--- config.mk ---
export PLATFORM = sky130hd
export DESIGN_NAME = sct_ctrl
export DESIGN_NICKNAME = d
export VERILOG_FILES = /design/src/sct_pkg.sv /design/src/sct_ctrl.sv
export SDC_FILE = /design/constraint.sdc
export NUM_CORES = 1
export LEC_CHECK = 0
export BUFFER_PORTS_ARGS = -buffer_cell sky130_fd_sc_hd__buf_2
export CAP_MARGIN = 20
export CORE_AREA = 2 2 39 41
export CTS_CLUSTER_DIAMETER = 200
export CTS_CLUSTER_SIZE = 20
export DETAILED_ROUTE_END_ITERATION = 8
export DIE_AREA = 0 0 41 43
export SLEW_MARGIN = 5
export SYNTH_ARGS = -nofsm -noshare
export SYNTH_HDL_FRONTEND = slang
export SYNTH_SLANG_ARGS = --single-unit
--- constraint.sdc ---
create_clock -name aclk -period 1.05 [get_ports aclk]
set_input_delay 0.1575 -clock aclk [delete_from_list [all_inputs] [get_ports aclk]]
set_output_delay 0.1575 -clock aclk [all_outputs]
set_load 0.05 [all_outputs]
--- src/sct_pkg.sv ---
`default_nettype none
package sct_pkg;

    localparam int COLUMNS  = 256;
    localparam int IDX_W    = $clog2(COLUMNS);
    localparam int HEIGHT_W = 16;
    localparam int COORD_W  = 9;
    localparam int KIND_W   = 2;

    localparam logic [KIND_W-1:0] KIND_INTERIOR = 2'd0;
    localparam logic [KIND_W-1:0] KIND_START    = 2'd1;
    localparam logic [KIND_W-1:0] KIND_END      = 2'd2;

    localparam logic CMD_ADD   = 1'b0;
    localparam logic CMD_QUERY = 1'b1;

    typedef struct packed {
        logic [HEIGHT_W-1:0] top;
        logic [HEIGHT_W-1:0] second;
        logic [KIND_W-1:0]   kind;
    } col_entry_t;

    // controller -> datapath
    typedef struct packed {
        logic load;       // capture the incoming item
        logic rd_walk;    // read the next column of an add span
        logic rd_query;   // read the queried column
        logic out_load;   // load the result register
    } sct_cmd_t;

    // datapath -> controller
    typedef struct packed {
        logic in_add_ok;  // incoming add has a legal, non-empty span
        logic in_query;   // incoming item is a query
        logic walk_last;  // current read address is the right edge
        logic out_free;   // result register can take a new item
    } sct_stat_t;

endpackage
`default_nettype wire

--- src/sct_ctrl.sv ---
`default_nettype none
module sct_ctrl
    import sct_pkg::*;
(
    input  wire logic      aclk,
    input  wire logic      aresetn,
    input  wire logic      in_valid,
    output logic           in_ready,
    input  wire sct_stat_t stat,
    output sct_cmd_t       cmd
);

    localparam logic [1:0] ST_IDLE  = 2'd0;
    localparam logic [1:0] ST_WALK  = 2'd1;
    localparam logic [1:0] ST_QREAD = 2'd2;
    localparam logic [1:0] ST_QRESP = 2'd3;

    logic [1:0] state_reg;
    logic [1:0] state_next;
    logic       accept;

    assign in_ready = (state_reg == ST_IDLE);
    assign accept   = in_valid && in_ready;

    always_comb begin
        state_next   = state_reg;
        cmd          = '0;
        cmd.load     = accept;
        unique case (state_reg)
            ST_IDLE: begin
                if (accept) begin
                    if (stat.in_query) begin
                        state_next = ST_QREAD;
                    end else if (stat.in_add_ok) begin
                        state_next = ST_WALK;
                    end
                end
            end
            ST_WALK: begin
                cmd.rd_walk = 1'b1;
                if (stat.walk_last) begin
                    state_next = ST_IDLE;
                end
            end
            ST_QREAD: begin
                cmd.rd_query = 1'b1;
                state_next   = ST_QRESP;
            end
            ST_QRESP: begin
                if (stat.out_free) begin
                    cmd.out_load = 1'b1;
                    state_next   = ST_IDLE;
                end
            end
            default: begin
                state_next = ST_IDLE;
            end
        endcase
    end

    always_ff @(posedge aclk) begin
        if (!aresetn) begin
            state_reg <= ST_IDLE;
        end else begin
            state_reg <= state_next;
        end
    end

endmodule
`default_nettype wire

==> run_results.csv <==
group,metric,value,unit
die,die_area,1760,um^2
pwr,worst_ir_drop_vdd,0.328,mV
timing,setup_viol,5,
clock_tree,cts_tree,"done",
route,totalWireLength,414,um
layout,fin_nets,39,
synthesis,yosysSeqAreaShare,30.2,%
timing,period_minus_slack,1.12,ns
synthesis,avgSynthCellArea,9.47,um^2
layout,final_common_cell,"buf_2",
synthesis,synth_area,133,um^2
worst_setup_path,r2r_end,"state_reg[0]",
synthesis,synth_fp_nets,21,
clock_tree,clock_latency,0.22,ns
timing,tns,-0.286,ns
layout,register_area,47.5,um^2
worst_setup_path,r2r_cells,3,
layout,n_fill_cell,157,
worst_setup_path,required,0.89,ns
timing,hold_violations,0,
clock_tree,clk_path_buf_depth,2,
layout,multi_input_area,111,um^2
job,maxCapViolCount,0,
timing,period_share,106,%
layout,largest_register_ffs,2,
placed_design,place_congestion,0.589,
timing,final_max_slew_viol_count,0,
synthesis,ys_types,11,
worst_setup_path,end_kind,"primary output",
die,rows,14,
timing,timing.hold.ws,0.159,ns
worst_setup_path,path_max_fanout,7,
route,vias,169,
timing,grt_setup_unrepaired,"true",
timing,slew_headroom,81.2,%
worst_hold_path,min_path_type,"primary input to flop",
pwr,power_density,1300,nW/um^2
die,dieWidth,41,um
layout,area_growth,148,%
route,wl_met2,233,um
route,wl_met3,25,um
synthesis,ys.warnings.count,0,
timing,setup_slack,-0.0660,ns
worst_hold_path,hold_path_end,"state_reg[1]",
route,vias_per_cell,3.67,
clock_tree,hold_buffers,0,
route,drc,0,
die,io_pins,12,
global_routing,grt_antenna_before_repair,0,
global_routing,grt_pass1_vias,162,
die,core,1380,um^2
route,ant_nets,0,
layout,drive_gt1_share,83.3,%
timing,worstMarginPinSlew,0.278,ns
clock_tree,cts_inserted_buffers,3,
synthesis,syn_inst,14,
route,firstDrtPassIters,4,
clock_tree,clkTransAtPathRegs,0.03,ns
outcome,status,"complete, but fails checks",
route,wl_met1,135,um
worst_setup_path,cp.arrival,0.96,ns
worst_setup_path,reg2reg_from,"state_reg[0]",
worst_setup_path,worst-setup-path-type,"flop to primary output",
pwr,leakage,0.146,nW
placed_design,hpwl,304,um
synthesis,ys_ff_latch,2,
layout,fin_cells,46,
route,top_layer,"met4",
route,drt-initial-drc-count,3,
worst_setup_path,cp-start-kind,"flop",
worst_hold_path,hold-path-cell-count,2,
timing,fmax,896,MHz
layout,mostFrequentLayoutCells,"buf_2 (6), buf_6 (4), clkbuf_4 (3), buf_8 (3)",
outcome,failed_checks,"setup timing",
die,initial_core_util,9.58,%
worst_hold_path,hp-start,"aresetn",
global_routing,grt_first_pass_wirelength,621,um
global_routing,gr-total-overflow,0,
placed_design,io_buffers,11,
worst_setup_path,rrSetupSlack,0.05,ns
clock_tree,cts_htree_levels,1,
timing,skew,0.0000297,ns
global_routing,track_usage,5.92,%
placed_design,dp.cells,42,
clock_tree,cts-root-buf,"clkbuf_4",
die,die_h,43,um
layout,antenna_cells,0,
route,avgRoutedWirePerCell,9.00,um
global_routing,grt_start_max_net_pins,9,
clock_tree,cts_sinks,2,
metal layers:
metal | vias to the layer above | track usage (%)
met5 | - | 0
met4 | 0 | 8.00
met3 | 2 | 3.14
met2 | 8 | 8.13
met1 | 76 | 4.82
li1 | 83 | -
Yosys cell counts (all sizes together):
master,n,area [um^2]
o31a,1,8.76
o21a,1,7.51
nor4bb,1,10.0
and3b,1,8.76
dfxtp,2,40.0
and3,1,7.51
nor3b,2,15.0
nor2b,2,12.5
a21boi,1,11.3
buf,1,7.51
nor2,1,3.75
layout make-up:
| class | instances | area share (%) |
|---|---|---|
| Clock buffer | 3 | 6.84 |
| Multi-Input combinational cell | 11 | 33.8 |
| Sequential cell | 2 | 14.4 |
| Tap cell | 16 | 6.08 |
| Timing Repair Buffer | 14 | 38.8 |
worst max-delay path by stage:
stage / startpoint / to / slack, ns / depth (start not counted)
final: state_reg[0] / cmd[1] / -0.07 / 3
after global routing: state_reg[0] / cmd[1] / -0.11 / 3
after CTS: state_reg[0] / in_ready / -0.08 / 3
after detailed placement: state_reg[0] / cmd[0] / -0.001 / 2
after global placement: state_reg[0] / cmd[0] / 0.009 / 2
after floorplan: state_reg[0] / cmd[2] / -0.06 / 1
report_power, final:
part	leakage, nW	internal (mW)	total (mW)	switching, mW
sequential	0.0178	0.0826	0.0956	0.0131
combinational	0.114	0.0816	0.168	0.0861
clock	0.0138	0.126	0.166	0.0401
critical path: stages (launching register included):
cell and delay [ns]:
dfxtp_4 0.36, buf_6 0.12, nor2b_4 0.11, buf_8 0.15
through the flow:
stage / util, % / total power [mW] / area, um^2 / worst slack [ns]
after CTS: 22.2 / 0.430 / 307 / -0.0803
after global routing: 23.8 / 0.459 / 329 / -0.111
after detailed placement: 16.1 / 0.217 / 223 / -0.00108
final: 23.8 / 0.429 / 329 / -0.0660
after global placement: 16.1 / 0.216 / 223 / 0.00932
after floorplan: - / 0.183 / 140 / -0.0647
logic make-up after synthesis:
family	count (synthesis)	synth area share [%]
simple gates	8	43.4
compound gates	3	20.8
flops	2	30.2
buf+inv	1	5.66
timing repair:
item                       CTS  global route
buffers inserted             0             1
setup endpoints to repair    5             5
resized for setup           19             4
Power figures use the tool's default switching activity.
